--- src/design/ecd_pkg.sv ---
// Shared types, constants and helper functions for the epoch seconds to civil date block.
// Depends on nothing; every other file of the block imports it.
`default_nettype none

package ecd_pkg;

    // Offset that makes any 36-bit signed second count non-negative.
    // It is a whole number of days: 397683 days of 86400 seconds.
    localparam logic [36:0] C_SECS_OFFSET = 37'd34359811200;

    // Unsigned day count plus this gives days since 1 January of year 0.
    localparam logic [20:0] C_YEAR0_SHIFT = 21'd321845;

    // Unsigned day count plus this is congruent to the weekday modulo 7.
    localparam logic [19:0] C_WEEKDAY_SHIFT = 20'd5;

    // Divisor of the day split once the seconds have lost seven low bits.
    localparam logic [9:0]  C_DAY_DIV       = 10'd675;
    localparam logic [29:0] C_RECIP_675     = 30'd814453057;
    localparam int          C_SHIFT_675     = 39;

    // Exact reciprocals for the smaller divisions.
    localparam logic [12:0] C_RECIP_225     = 13'd4661;
    localparam int          C_SHIFT_225     = 20;
    localparam logic [10:0] C_RECIP_15      = 11'd1093;
    localparam int          C_SHIFT_15      = 14;
    localparam logic [20:0] C_RECIP_365     = 21'd1470880;
    localparam int          C_SHIFT_365     = 29;
    localparam logic [20:0] C_RECIP_7       = 21'd1198373;
    localparam int          C_SHIFT_7       = 23;
    localparam logic [12:0] C_RECIP_100     = 13'd5243;
    localparam int          C_SHIFT_100     = 19;

    localparam logic [11:0] C_SECS_PER_HOUR  = 12'd3600;
    localparam logic [5:0]  C_SECS_PER_MIN   = 6'd60;
    localparam logic [2:0]  C_DAYS_PER_WEEK  = 3'd7;
    localparam logic [8:0]  C_DAYS_PER_YEAR  = 9'd365;
    localparam logic [6:0]  C_YEARS_PER_CENT = 7'd100;
    localparam logic [11:0] C_YEAR_BASE      = 12'd1900;

    // Word leaving the day split: day count and second within the day.
    typedef struct packed {
        logic        valid;
        logic [19:0] day_count;
        logic [16:0] sec_of_day;
    } t_split;

    // Word leaving the calendar pipeline, with the full year.
    typedef struct packed {
        logic        valid;
        logic [5:0]  second;
        logic [5:0]  minute;
        logic [4:0]  hour;
        logic [4:0]  mday;
        logic [3:0]  month;
        logic [11:0] year;
        logic [2:0]  weekday;
    } t_civil;

    // Gregorian leap rule from the year modulo 4, the year modulo 100 and
    // the number of whole centuries.
    function automatic logic f_is_leap(input logic [1:0] y_mod4,
                                       input logic [6:0] y_mod100,
                                       input logic [4:0] centuries);
        logic leap;
        if (y_mod100 == 7'd0) begin
            leap = (centuries[1:0] == 2'd0);
        end else begin
            leap = (y_mod4 == 2'd0);
        end
        return leap;
    endfunction

    // Day of year on which each month starts.
    function automatic logic [8:0] f_month_start(input logic leap, input logic [3:0] idx);
        logic [8:0] start_day;
        unique case (idx)
            4'd0:    start_day = 9'd0;
            4'd1:    start_day = 9'd31;
            4'd2:    start_day = leap ? 9'd60  : 9'd59;
            4'd3:    start_day = leap ? 9'd91  : 9'd90;
            4'd4:    start_day = leap ? 9'd121 : 9'd120;
            4'd5:    start_day = leap ? 9'd152 : 9'd151;
            4'd6:    start_day = leap ? 9'd182 : 9'd181;
            4'd7:    start_day = leap ? 9'd213 : 9'd212;
            4'd8:    start_day = leap ? 9'd244 : 9'd243;
            4'd9:    start_day = leap ? 9'd274 : 9'd273;
            4'd10:   start_day = leap ? 9'd305 : 9'd304;
            4'd11:   start_day = leap ? 9'd335 : 9'd334;
            default: start_day = 9'd0;
        endcase
        return start_day;
    endfunction

endpackage

`default_nettype wire

--- src/design/ecd_day_split.sv ---
// Splits an offset second count into an unsigned day count and a second of the day.
// Depends on ecd_pkg for the reciprocal constants and the t_split word.
`default_nettype none

module ecd_day_split
    import ecd_pkg::*;
(
    input  wire logic        i_clk,
    input  wire logic        i_rst_n,
    input  wire logic        i_valid,
    input  wire logic [36:0] i_secs,
    output t_split           o_split
);

    logic        r_v2, r_v3, r_v4;
    logic [29:0] r_x2;
    logic [6:0]  r_lo2, r_lo3, r_lo4;
    logic [59:0] r_prod2, n_prod2;
    logic [20:0] r_q3, w_q3;
    logic [10:0] r_rem3, n_rem3;
    logic [30:0] w_qd3;
    logic [19:0] r_day4, n_day4;
    logic [9:0]  r_rem4, n_rem4;
    logic        w_fix4;

    // Stage two: seconds over 128 times the reciprocal of 675.
    assign n_prod2 = 60'(i_secs[36:7]) * 60'(C_RECIP_675);

    // Stage three: estimated quotient, at most one short, and its remainder.
    assign w_q3   = r_prod2[59:C_SHIFT_675];
    assign w_qd3  = 31'(w_q3) * 31'(C_DAY_DIV);
    assign n_rem3 = 11'(31'(r_x2) - w_qd3);

    // Stage four: one correction step brings the remainder below 675.
    assign w_fix4 = (r_rem3 >= 11'(C_DAY_DIV));
    assign n_day4 = 20'(r_q3 + 21'(w_fix4));
    assign n_rem4 = w_fix4 ? 10'(r_rem3 - 11'(C_DAY_DIV)) : r_rem3[9:0];

    always_ff @(posedge i_clk) begin
        if (!i_rst_n) begin
            r_v2 <= 1'b0;
            r_v3 <= 1'b0;
            r_v4 <= 1'b0;
        end else begin
            r_v2 <= i_valid;
            r_v3 <= r_v2;
            r_v4 <= r_v3;
        end
    end

    always_ff @(posedge i_clk) begin
        r_x2    <= i_secs[36:7];
        r_lo2   <= i_secs[6:0];
        r_prod2 <= n_prod2;
        r_q3    <= w_q3;
        r_rem3  <= n_rem3;
        r_lo3   <= r_lo2;
        r_day4  <= n_day4;
        r_rem4  <= n_rem4;
        r_lo4   <= r_lo3;
    end

    // The second of the day is the remainder rejoined with the low bits.
    assign o_split.valid      = r_v4;
    assign o_split.day_count  = r_day4;
    assign o_split.sec_of_day = {r_rem4, r_lo4};

    // The estimated quotient is never more than one short.
    a_rem_bound: assert property (@(posedge i_clk) disable iff (!i_rst_n)
        r_v3 |-> (r_rem3 < 11'd1350))
        else $error("day split remainder out of range");

    // The corrected remainder always gives a second inside the day.
    a_sec_bound: assert property (@(posedge i_clk) disable iff (!i_rst_n)
        r_v4 |-> (r_rem4 < 10'(C_DAY_DIV)))
        else $error("second of day out of range");

endmodule

`default_nettype wire

--- src/design/ecd_fields.sv ---
// Calendar pipeline: time of day, weekday, year search and month search.
// Depends on ecd_pkg for constants, functions and the t_split and t_civil words.
`default_nettype none

module ecd_fields
    import ecd_pkg::*;
(
    input  wire logic i_clk,
    input  wire logic i_rst_n,
    input  t_split    i_split,
    output t_civil    o_civil
);

    logic r_v5, r_v6, r_v7, r_v8, r_v9, r_v10, r_v11;

    // Stage five: the three reciprocal products.
    logic [20:0] n_d5, r_d5;
    logic [19:0] n_wx5, r_wx5;
    logic [16:0] r_sec5;
    logic [25:0] n_hprod5, r_hprod5;
    logic [41:0] n_yprod5, r_yprod5;
    logic [40:0] n_wprod5, r_wprod5;

    assign n_d5     = 21'(i_split.day_count) + C_YEAR0_SHIFT;
    assign n_wx5    = i_split.day_count + C_WEEKDAY_SHIFT;
    assign n_hprod5 = 26'(i_split.sec_of_day[16:4]) * 26'(C_RECIP_225);
    assign n_yprod5 = 42'(n_d5) * 42'(C_RECIP_365);
    assign n_wprod5 = 41'(n_wx5) * 41'(C_RECIP_7);

    // Stage six: hour, second of the hour, year estimate, weekday.
    logic [4:0]  w_hour6, r_hour6;
    logic [16:0] w_hs6;
    logic [11:0] n_rem6, r_rem6;
    logic [11:0] w_y6, r_y6;
    logic [17:0] w_wq6;
    logic [19:0] w_w7;
    logic [2:0]  n_wd6, r_wd6;
    logic [20:0] r_d6;

    assign w_hour6 = r_hprod5[C_SHIFT_225 + 4:C_SHIFT_225];
    assign w_hs6   = 17'(w_hour6) * 17'(C_SECS_PER_HOUR);
    assign n_rem6  = 12'(r_sec5 - w_hs6);
    assign w_y6    = r_yprod5[C_SHIFT_365 + 11:C_SHIFT_365];
    assign w_wq6   = r_wprod5[40:C_SHIFT_7];
    assign w_w7    = 20'(w_wq6) * 20'(C_DAYS_PER_WEEK);
    assign n_wd6   = 3'(r_wx5 - w_w7);

    // Stage seven: minute product and century product.
    logic [19:0] n_mprod7, r_mprod7;
    logic [23:0] n_qprod7, r_qprod7;
    logic [11:0] r_rem7, r_y7;
    logic [4:0]  r_hour7;
    logic [2:0]  r_wd7;
    logic [20:0] r_d7;

    assign n_mprod7 = 20'(r_rem6[11:2]) * 20'(C_RECIP_15);
    assign n_qprod7 = 24'(r_y6) * 24'(C_RECIP_100);

    // Stage eight: minute, second, centuries and year within the century.
    logic [5:0]  w_min8, r_min8, n_sec8, r_sec8;
    logic [11:0] w_ms8, w_cy8;
    logic [4:0]  w_q100_8, r_q100_8;
    logic [6:0]  n_r100_8, r_r100_8;
    logic [11:0] r_y8;
    logic [4:0]  r_hour8;
    logic [2:0]  r_wd8;
    logic [20:0] r_d8;

    assign w_min8   = r_mprod7[C_SHIFT_15 + 5:C_SHIFT_15];
    assign w_ms8    = 12'(w_min8) * 12'(C_SECS_PER_MIN);
    assign n_sec8   = 6'(r_rem7 - w_ms8);
    assign w_q100_8 = r_qprod7[C_SHIFT_100 + 4:C_SHIFT_100];
    assign w_cy8    = 12'(w_q100_8) * 12'(C_YEARS_PER_CENT);
    assign n_r100_8 = 7'(r_y7 - w_cy8);

    // Stage nine: first day of the estimated year, and the leap flags of
    // the estimate and of the three years below it.
    logic [6:0]  w_rk9 [4];
    logic [4:0]  w_qk9 [4];
    logic [3:0]  w_leap9, r_leap9;
    logic [20:0] n_f9, r_f9;
    logic [11:0] r_y9;
    logic [20:0] r_d9;
    logic [5:0]  r_min9, r_sec9;
    logic [4:0]  r_hour9;
    logic [2:0]  r_wd9;

    always_comb begin
        for (int k = 0; k < 4; k++) begin
            if (r_r100_8 >= 7'(k)) begin
                w_rk9[k] = r_r100_8 - 7'(k);
                w_qk9[k] = r_q100_8;
            end else begin
                w_rk9[k] = 7'(r_r100_8 + C_YEARS_PER_CENT - 7'(k));
                w_qk9[k] = r_q100_8 - 5'd1;
            end
            w_leap9[k] = f_is_leap(r_y8[1:0] - 2'(k), w_rk9[k], w_qk9[k]);
        end
    end

    assign n_f9 = 21'(r_y8) * 21'(C_DAYS_PER_YEAR) + 21'(r_y8[11:2]) - 21'(r_q100_8)
                + 21'(r_q100_8[4:2]) + 21'd1 - 21'(w_leap9[0]);

    // Stage ten: step down to the last year that starts on or before the day.
    logic [20:0] w_f1, w_f2, w_f3, w_fsel;
    logic [1:0]  w_step;
    logic [11:0] n_year10, r_year10;
    logic [8:0]  n_doy10, r_doy10;
    logic        n_leapy10, r_leapy10;
    logic [5:0]  r_min10, r_sec10;
    logic [4:0]  r_hour10;
    logic [2:0]  r_wd10;

    assign w_f1 = r_f9 - 21'(C_DAYS_PER_YEAR) - 21'(r_leap9[1]);
    assign w_f2 = r_f9 - 21'(2 * C_DAYS_PER_YEAR) - 21'(r_leap9[1]) - 21'(r_leap9[2]);
    assign w_f3 = r_f9 - 21'(3 * C_DAYS_PER_YEAR) - 21'(r_leap9[1]) - 21'(r_leap9[2])
                - 21'(r_leap9[3]);

    always_comb begin
        if (r_d9 >= r_f9) begin
            w_step = 2'd0;
            w_fsel = r_f9;
        end else if (r_d9 >= w_f1) begin
            w_step = 2'd1;
            w_fsel = w_f1;
        end else if (r_d9 >= w_f2) begin
            w_step = 2'd2;
            w_fsel = w_f2;
        end else begin
            w_step = 2'd3;
            w_fsel = w_f3;
        end
    end

    assign n_year10  = r_y9 - 12'(w_step);
    assign n_doy10   = 9'(r_d9 - w_fsel);
    assign n_leapy10 = r_leap9[w_step];

    // Stage eleven: binary split over the month start table.
    logic [3:0] w_mon_a, w_mon_b, w_mon_c;
    logic [4:0] n_mday11;
    t_civil     r_out;

    always_comb begin
        w_mon_a = (r_doy10 >= f_month_start(r_leapy10, 4'd6)) ? 4'd6 : 4'd0;
        w_mon_b = (r_doy10 >= f_month_start(r_leapy10, w_mon_a + 4'd3))
                ? w_mon_a + 4'd3 : w_mon_a;
        if (r_doy10 >= f_month_start(r_leapy10, w_mon_b + 4'd2)) begin
            w_mon_c = w_mon_b + 4'd2;
        end else if (r_doy10 >= f_month_start(r_leapy10, w_mon_b + 4'd1)) begin
            w_mon_c = w_mon_b + 4'd1;
        end else begin
            w_mon_c = w_mon_b;
        end
    end

    assign n_mday11 = 5'(r_doy10 - f_month_start(r_leapy10, w_mon_c) + 9'd1);

    // Valid bits travel down the stages.
    always_ff @(posedge i_clk) begin
        if (!i_rst_n) begin
            r_v5  <= 1'b0;
            r_v6  <= 1'b0;
            r_v7  <= 1'b0;
            r_v8  <= 1'b0;
            r_v9  <= 1'b0;
            r_v10 <= 1'b0;
            r_v11 <= 1'b0;
        end else begin
            r_v5  <= i_split.valid;
            r_v6  <= r_v5;
            r_v7  <= r_v6;
            r_v8  <= r_v7;
            r_v9  <= r_v8;
            r_v10 <= r_v9;
            r_v11 <= r_v10;
        end
    end

    // Payload registers of every stage.
    always_ff @(posedge i_clk) begin
        r_d5      <= n_d5;
        r_wx5     <= n_wx5;
        r_sec5    <= i_split.sec_of_day;
        r_hprod5  <= n_hprod5;
        r_yprod5  <= n_yprod5;
        r_wprod5  <= n_wprod5;

        r_hour6   <= w_hour6;
        r_rem6    <= n_rem6;
        r_y6      <= w_y6;
        r_wd6     <= n_wd6;
        r_d6      <= r_d5;

        r_mprod7  <= n_mprod7;
        r_qprod7  <= n_qprod7;
        r_rem7    <= r_rem6;
        r_y7      <= r_y6;
        r_hour7   <= r_hour6;
        r_wd7     <= r_wd6;
        r_d7      <= r_d6;

        r_min8    <= w_min8;
        r_sec8    <= n_sec8;
        r_q100_8  <= w_q100_8;
        r_r100_8  <= n_r100_8;
        r_y8      <= r_y7;
        r_hour8   <= r_hour7;
        r_wd8     <= r_wd7;
        r_d8      <= r_d7;

        r_leap9   <= w_leap9;
        r_f9      <= n_f9;
        r_y9      <= r_y8;
        r_d9      <= r_d8;
        r_min9    <= r_min8;
        r_sec9    <= r_sec8;
        r_hour9   <= r_hour8;
        r_wd9     <= r_wd8;

        r_year10  <= n_year10;
        r_doy10   <= n_doy10;
        r_leapy10 <= n_leapy10;
        r_min10   <= r_min9;
        r_sec10   <= r_sec9;
        r_hour10  <= r_hour9;
        r_wd10    <= r_wd9;

        r_out.valid   <= r_v10;
        r_out.second  <= r_sec10;
        r_out.minute  <= r_min10;
        r_out.hour    <= r_hour10;
        r_out.mday    <= n_mday11;
        r_out.month   <= w_mon_c;
        r_out.year    <= r_year10;
        r_out.weekday <= r_wd10;
    end

    always_comb begin
        o_civil       = r_out;
        o_civil.valid = r_v11;
    end

    // The time of day split never leaves the hour.
    a_hour_split: assert property (@(posedge i_clk) disable iff (!i_rst_n)
        r_v6 |-> (r_rem6 < C_SECS_PER_HOUR && r_hour6 < 5'd24))
        else $error("time of day split out of range");

    // The year estimate is never more than three years too high.
    a_year_reach: assert property (@(posedge i_clk) disable iff (!i_rst_n)
        r_v9 |-> (w_f3 <= r_d9))
        else $error("year search ran past three steps");

    // The day of year fits the chosen year.
    a_doy_bound: assert property (@(posedge i_clk) disable iff (!i_rst_n)
        r_v10 |-> (r_doy10 < C_DAYS_PER_YEAR || (r_leapy10 && r_doy10 == C_DAYS_PER_YEAR)))
        else $error("day of year beyond the end of the year");

endmodule

`default_nettype wire

--- src/design/epoch_seconds_to_civil_date.sv ---
// Top level: epoch seconds to Gregorian UTC date and time, fully pipelined.
// Depends on ecd_pkg, ecd_day_split and ecd_fields.
`default_nettype none

// Usage
// A word is taken at a rising clock edge at which start is high and busy is
// low. busy is never raised: the pipeline takes a new word on every cycle,
// so one word per clock is the sustained throughput.
// i_epoch_seconds is a signed count of seconds since 1970-01-01 00:00 UTC.
// The result word is on the o_ ports for exactly one cycle, marked by
// o_valid; it is taken at the edge that ends that cycle. A word passes
// through twelve register stages: an input register, three stages of day
// split (reciprocal product, remainder, correction), seven stages of
// calendar work (time of day, weekday, year estimate, year step-down,
// month split) and the output register.
// The receiver cannot hold results off and none is needed: the pipeline
// never backs up. A synchronous reset (i_rst_n low) clears every valid bit,
// so words in flight are dropped and no result follows until new words
// are taken.
module epoch_seconds_to_civil_date
    import ecd_pkg::*;
(
    input  wire logic               i_clk,
    input  wire logic               i_rst_n,
    input  wire logic               start,
    output logic                    busy,
    input  wire logic signed [35:0] i_epoch_seconds,
    output logic                    o_valid,
    output logic [5:0]              o_second,
    output logic [5:0]              o_minute,
    output logic [4:0]              o_hour,
    output logic [4:0]              o_day_of_month,
    output logic [3:0]              o_month,
    output logic signed [11:0]      o_year_since_1900,
    output logic [2:0]              o_weekday
);

    logic        r_v1;
    logic [36:0] r_secs1, n_secs1;
    t_split      w_split;
    t_civil      w_civil;
    logic        r_valid;
    logic [5:0]  r_second, r_minute;
    logic [4:0]  r_hour, r_mday;
    logic [3:0]  r_month;
    logic [11:0] r_year, n_year;
    logic [2:0]  r_weekday;

    // The pipeline never stalls.
    assign busy = 1'b0;

    // Input register: shift the second count to a non-negative value.
    assign n_secs1 = {i_epoch_seconds[35], i_epoch_seconds} + C_SECS_OFFSET;

    always_ff @(posedge i_clk) begin
        if (!i_rst_n) begin
            r_v1 <= 1'b0;
        end else begin
            r_v1 <= start && !busy;
        end
    end

    always_ff @(posedge i_clk) begin
        r_secs1 <= n_secs1;
    end

    ecd_day_split u_day_split (
        .i_clk   (i_clk),
        .i_rst_n (i_rst_n),
        .i_valid (r_v1),
        .i_secs  (r_secs1),
        .o_split (w_split)
    );

    ecd_fields u_fields (
        .i_clk   (i_clk),
        .i_rst_n (i_rst_n),
        .i_split (w_split),
        .o_civil (w_civil)
    );

    // Output register: rebase the year on 1900.
    assign n_year = w_civil.year - C_YEAR_BASE;

    always_ff @(posedge i_clk) begin
        if (!i_rst_n) begin
            r_valid <= 1'b0;
        end else begin
            r_valid <= w_civil.valid;
        end
    end

    always_ff @(posedge i_clk) begin
        r_second  <= w_civil.second;
        r_minute  <= w_civil.minute;
        r_hour    <= w_civil.hour;
        r_mday    <= w_civil.mday;
        r_month   <= w_civil.month;
        r_year    <= n_year;
        r_weekday <= w_civil.weekday;
    end

    assign o_valid           = r_valid;
    assign o_second          = r_second;
    assign o_minute          = r_minute;
    assign o_hour            = r_hour;
    assign o_day_of_month    = r_mday;
    assign o_month           = r_month;
    assign o_year_since_1900 = signed'(r_year);
    assign o_weekday         = r_weekday;

    // Every accepted word comes out after the fixed latency.
    a_latency: assert property (@(posedge i_clk) disable iff (!i_rst_n)
        (start && !busy) |-> ##12 o_valid)
        else $error("result word missing after pipeline latency");

endmodule

`default_nettype wire
--- config.mk ---
export PLATFORM = sky130hd
export DESIGN_NAME = epoch_seconds_to_civil_date
export DESIGN_NICKNAME = d
export VERILOG_FILES = /design/src/design/ecd_pkg.sv /design/src/design/ecd_day_split.sv /design/src/design/ecd_fields.sv /design/src/design/epoch_seconds_to_civil_date.sv
export SDC_FILE = /design/constraint.sdc
export NUM_CORES = 2
export LEC_CHECK = 0
export ABC_CLOCK_PERIOD_IN_PS = 18300
export BUFFER_PORTS_ARGS = -buffer_cell sky130_fd_sc_hd__buf_2
export CORE_MARGIN = 2
export CORE_UTILIZATION = 40
export DETAILED_ROUTE_END_ITERATION = 6
export HOLD_SLACK_MARGIN = 0.06
export PLACE_DENSITY = 0.54
export SLEW_MARGIN = 15
export SYNTH_ARGS = -nofsm -noshare
export SYNTH_HDL_FRONTEND = slang
export SYNTH_SLANG_ARGS = --single-unit
--- constraint.sdc ---
create_clock -name i_clk -period 18.3 [get_ports i_clk]
set_clock_uncertainty 0.1 [all_clocks]
set_input_delay 3.66 -clock i_clk [delete_from_list [all_inputs] [get_ports i_clk]]
set_output_delay 3.66 -clock i_clk [all_outputs]
set_load 0.005 [all_outputs]
Yosys cells after proc, flatten, opt, wreduce, memory -nomap -nowiden
Index checks and enable logic that the tools add are counted.
{ "word_totals": {"ff_bits": 751, "elab_cells": 241, "inputBits": 39} }
{ "op_classes": {"add_sub_neg": 43, "reduce_logical": 12, "n_eq_ne": 44, "magnitude_cmp": 13, "muxes": 40, "n_mul": 12} }
{ "ops": {"columns": ["operator", "count"], "rows": [
  ["$pmux 9 s11", 3],
  ["$sub 21x1->21", 4],
  ["$eq 4x3->1 const B", 16],
  ["$eq 4x4->1 const B", 16],
  ["$ge 21x21->1", 3],
  ["$mul 30x30->60 const B", 1],
  ["$pmux 5 s11", 1],
  ["$mul 20x21->41 const B", 1],
  ["$add 37x36->37 const B", 1],
  ["$mul 21x16->36 const B", 1],
  ["$mux 9", 4],
  ["$eq 4x2->1 const B", 8],
  ["$logic_not 7->1", 4],
  ["$mux 7", 4],
  ["$sub 7x2->7 const B", 4],
  ["$ge 9x9->1", 3],
  ["$sub 9x1->9", 3],
  ["$mul 13x13->25 const B", 1],
  ["$mul 12x13->24 const B", 1],
  ["$add 20x19->21 const B", 1],
  ["$add 21x1->21 const B", 1],
  ["$add 21x10->21", 1],
  ["$add 21x3->21", 1],
  ["$mul 12x9->21 const B", 1],
  ["42 further kinds", 80]
]} }

Logic depth before layout (Yosys ltp)
{ "depth": {"depth_word": 20, "ltp_mapped": 45} }

By module
A second synthesis with hierarchy kept.
{ "unflattened": {"hier_cells": 4659, "hier_area_um2": 50397.1} }
{ "by_module_without_submodules": {"columns": ["module", "instances", "area_per_inst_um2", "cells_per_inst"], "rows": [
  ["ecd_fields", 1, 32154.6, 3005],
  ["ecd_day_split", 1, 15846.4, 1468],
  ["epoch_seconds_to_civil_date", 1, 2396.0, 186]
]} }

Least setup slack after synthesis
No wires, ideal clock.
{ "synth_timing": {"path_type": "register -> register", "from": "register u_fields.r_leapy10", "to": "register u_fields.r_out, in the netlist u_fields.o_civil[23]", "path_slack_ps": 9724, "arrival_ps": 8404, "n_path_buf": 3, "period_less_slack_ps": 8576, "path_stages_with_launch": 42, "path_cell_list": "dfxtp_1 -> clkbuf_1 -> clkinv_1 -> ha_1 -> nand2b_1 -> a21o_1 -> a21oi_1 -> o21bai_1 -> a21o_1 -> ha_1 -> inv_1 -> ha_1 -> nand2b_1 -> a211o_1 -> a21o_1 -> a21o_1 -> a211o_1 -> a21oi_2 -> (+6 left out) -> ha_1 -> nand2b_1 -> a21o_1 -> a21o_1 -> a21oi_1 -> o221ai_1 -> a21oi_1 -> mux2i_1 -> clkbuf_1 -> xnor2_1 -> o21ai_0 -> a221oi_1 -> ha_1 -> ha_1 -> a21o_1 -> a21oi_1 -> xnor2_1 -> xnor2_1"} }
{ "synth_via": {"elab_chain_len": 19, "elab_cells_between_ends": 72, "cone_classes": "5 x add/sub; 4 x order compare; 44 x eq/ne; 19 x mux"} }
{ "synth_rtl": {"columns": ["element", "line", "source"], "rows": [
  ["from (decl)", "ecd_fields.sv:109", "logic n_leapy10, r_leapy10;"],
  ["from (signal assigned)", "ecd_fields.sv:223", "r_leapy10 <= n_leapy10;"],
  ["$mux 2", "ecd_pkg.sv:84, ecd_pkg.sv:87", null],
  ["$ge 9x8->1", "ecd_fields.sv:145", "w_mon_a = (r_doy10 >= f_month_start(r_leapy10, 4'd6)) ? 4'd6 : 4'd0;"],
  ["$mux 3", "ecd_fields.sv:145", null],
  ["$add 4x2->4", "ecd_fields.sv:146, ecd_fields.sv:147", null],
  ["$eq 4x4->1 (tied with other cells)", "ecd_pkg.sv:77", "unique case (idx)"],
  ["$pmux 9 s11", "ecd_pkg.sv:77", null],
  ["$ge 9x9->1", "ecd_fields.sv:146", "w_mon_b = (r_doy10 >= f_month_start(r_leapy10, w_mon_a + 4'd3))"],
  ["$mux 4", "ecd_fields.sv:147", "? w_mon_a + 4'd3 : w_mon_a;"],
  ["(+5 left out)", null, null],
  ["$mux 4", "ecd_fields.sv:150", "end else if (r_doy10 >= f_month_start(r_leapy10, w_mon_b + 4'd1)) begin"],
  ["$mux 4 (*)", "ecd_fields.sv:148", "if (r_doy10 >= f_month_start(r_leapy10, w_mon_b + 4'd2)) begin"],
  ["named net u_fields.w_mon_c[1]", "ecd_fields.sv:140", "logic [3:0] w_mon_a, w_mon_b, w_mon_c;"],
  ["$eq 4x4->1 (tied with other cells)", "ecd_pkg.sv:77", null],
  ["$pmux 5 s11 (*)", "ecd_pkg.sv:77", null],
  ["$sub 5x5->5 (*)", "ecd_fields.sv:157", "assign n_mday11 = 5'(r_doy10 - f_month_start(r_leapy10, w_mon_c) + 9'd1);"],
  ["$add 5x1->5 (*)", "ecd_fields.sv:157", null],
  ["named net u_fields.n_mday11[4]", "ecd_fields.sv:141", "logic [4:0] n_mday11;"],
  ["to (decl)", "ecd_fields.sv:142", "t_civil r_out;"]
]} }
The timed path passes the listed nets; every way through them passes the cells marked *. The select of a mux whose other input is x is not followed.
A chain may end at the register's enable or synchronous reset.

Worst setup path after layout
{ "layout_timing": {"from": "register u_fields.r_leapy10", "to": "register u_fields.r_out, in the netlist u_fields.o_civil[23]"} }
{ "layout_via": {"elab_chain_len": 19, "elab_cells_between_ends": 72, "cone_classes": "5 x add/sub; 4 x order compare; 44 x eq/ne; 19 x mux"} }
{ "layout_rtl": {"columns": ["element", "line"], "rows": [
  ["$mux 2", "ecd_pkg.sv:84, ecd_pkg.sv:87"],
  ["$ge 9x8->1", "ecd_fields.sv:145"],
  ["$mux 3", "ecd_fields.sv:145"],
  ["$add 4x2->4", "ecd_fields.sv:146, ecd_fields.sv:147"],
  ["$eq 4x4->1 (tied with other cells)", "ecd_pkg.sv:77"],
  ["$pmux 9 s11", "ecd_pkg.sv:77"],
  ["$ge 9x9->1", "ecd_fields.sv:146"],
  ["$mux 4", "ecd_fields.sv:147"],
  ["(+4 left out)", null],
  ["$ge 9x9->1", "ecd_fields.sv:150"],
  ["$mux 4", "ecd_fields.sv:150"],
  ["$mux 4", "ecd_fields.sv:148"],
  ["$eq 4x4->1 (tied with other cells)", "ecd_pkg.sv:77"],
  ["$pmux 5 s11 (*)", "ecd_pkg.sv:77"],
  ["$sub 5x5->5 (*)", "ecd_fields.sv:157"],
  ["$add 5x1->5 (*)", "ecd_fields.sv:157"],
  ["named net u_fields.n_mday11[4]", "ecd_fields.sv:141"]
]} }
Marks and branches as above.

==> summary.txt <==
Routed vias/inst: 4.60
Yosys top cell area share: 28.9%
Num CTS Buffers: 69
WL final: 93,700 um
Design Area, Final: 55,400 um2
Initial core utilization: 40.2%
Hold crit path type: reg2reg
Final worst slack: 8.40 ns
GR Overflow Total: 0
Pre-CTS setup slack: 8.22 ns
Slew HR: 29.7%
Vias: 30,000
First-pass GRT wire length: 160,000 um
RSZ-0062 raised after global routing: no
Antenna diode count: 0
Drt pass-1 iters: 5
Run status: finished clean
Synth Register Bits: 591
CTS resizes: 0
DP HPWL: 76,900 um
Gr usage total: 15.5%
Final Critical Period: 9.90 ns
Hold path endpoint: u_fields.r_d7[12]
Highest-count cells in the layout ignoring fill and taps: ha_1, inv_1, dfxtp_1, fa_1, xnor2_1
Global route hottest layer: met2
FF-to-FF Start: u_fields.r_leapy10
Nets: 6,606
I/O Buffers: 80
Final Hold Viols: 0
Post-synth top area cell: ha_1
Layout cells sized above 1: 5.16%
Leading cell type in the layout, fill and taps excluded: ha_1
Critical Path RT: 18.75 ns
Post-CTS Hold Fix Bufs: 0
Die Width: 358 um
Post-Syn Nets: 6,454
Ys async rst share: 0%
Die Y: 358 um
DIE AREA: 128,000 um2
Drt wl/cell: 14.4 um
Setup bufs post-CTS: 0
Crit Reg-Reg Endpoint: u_fields.o_civil[23]
Root Driver: clkbuf_16
Startpoint Class: flop
Period utilization: 54.1%
Max-cap violations: 0
GP Congestion: 0.811
Max Fclk: 0.101 GHz
Max incr delay on CP: 0.80 ns
Final antenna-violating net count: 0
Final count of negative-setup-slack endpoints: 0
Sink Count: 591
Number of synthesized flops with an enable pin: 0
Synth warnings: 0
Io pins: 82
Layout area overhead: 10.3%
Avg Inst Size Synth: 10.7 um2
Hold Path Stages: 0
Core region area: 125,000 um2
DRC Markers: 0
Worst-margin pin slew: 1.05 ns
Commonest register cell after synthesis: dfxtp_1
Setup_tns: 0 ns
Cells after Synth: 4,673
Cells on worst reg2reg path: 38
Row cnt: 130
Critical path class: reg2reg
Routing usage on met2: 25.3%
Max clock buf depth: 3
Slowest CP cell: mux2i_1
Crit path max fanout: 16
Number of global-route vias before repair: 31,400
GR Layer Usage met1: 21.9%
Flop-to-flop setup slack: 8.40 ns
CTS tree: yes
Starting DRT DRC Count: 1,023
Part of the Yosys area used for sequential elements: 23.6%
Largest net degree at the start of global routing: 20
Crit path launch: u_fields.r_leapy10
Placement-stage cell area: 52,800 um2
Top cells by area, synth: ha_1, dfxtp_1, fa_1, inv_1, xnor2_1
Unique masters post-synth: 74
Initial antenna violation count: 0
Synthesized area: 50,200 um2
H-tree Lvls: 3
Pins Over Slew Limit: 0
Clk Latency, worst-skew pair: 0.63 ns
Arr. time, crit path: 10.36 ns
Hold path startpoint: u_fields.r_d6[12]
Clock transition at path regs: 0.06 ns
M3 GR Usage: 1.81%
CP endpoint kind: flop
[critical path: cells and delay by family (launching register included)]
kind / cells / cell delay (ns)
compound gates: 20 / 4.24
fa+ha+maj: 7 / 2.24
simple gates: 5 / 0.86
mux: 1 / 0.80
buf+inv: 3 / 0.68
flops: 1 / 0.64
xor+xnor: 2 / 0.28
[flip-flops by register name (all words and copies together), names as in the netlist, 21 cells and up]
signal and cells:
r_secs1 37, u_fields.r_f9 21, u_fields.r_d7 21, u_fields.r_d6 21, u_fields.r_d8 21, u_fields.o_civil 41
u_fields.r_d5 21, u_fields.r_d9 21
[layout make-up]
class	instances	area [um2]
multi-input cells	2961	34200
repair buffers	106	596
well taps	1650	2060
fillers	12000	69700
flip-flops and latches	591	11800
clock inverters	38	636
clock buffers	88	1950
inverters	1096	4110
[cell usage after synthesis (27+ instances only)]
cell type	n
inv_1	1094
nor3_1	44
o21ai_0	75
nand2_1	101
ha_1	1162
a21o_1	81
nor2_1	108
nand3_1	42
xor2_1	78
a21oi_1	114
dfxtp_1	591
xnor2_1	220
fa_1	580
a211oi_1	27
[routing by layer]
layer,vias up,part of all wire (%)
met5,-,0
met2,241,46
met3,101,2.3
met4,0,1.9
li1,15300,-
met1,14400,50
[how the worst max path moves through the flow]
stage                           endpoint  slack, ns  cells after the start
floorplan           u_fields.o_civil[23]       9.72                     41
global placement    u_fields.o_civil[23]       8.40                     41
detailed placement  u_fields.o_civil[23]       8.22                     38
CTS                 u_fields.o_civil[23]       8.18                     38
global route        u_fields.o_civil[23]       7.50                     38
finish              u_fields.o_civil[23]       8.40                     38
[metrics by stage]
step                      instances  util [%]  hold WS (ns)
after floorplan                4673         -         0.210
after global placement         6404      42.2         0.210
after detailed placement       6404      42.2         0.212
after CTS                      6530      44.3         0.194
after global routing           6530      44.3         0.216
final                          6530      44.3         0.201
[cells by family (layout without fill, tap and decap cells)]
family	after synthesis	count (layout)	share of synthesized area, %
buffers and inverters	1121	1328	8.39
and+or+nand+nor	451	451	4.44
AOI/OAI and AO/OA	455	455	6.07
DFF	591	591	23.6
adders and majority gates	1742	1742	52.1
xor gates and xnor gates	298	298	5.20
other	1	1	0.00746
muxes	14	14	0.286
Power is left out: the tool's default activity adds up to more than one toggle a clock period on the data nets, which glitch-free logic cannot reach.
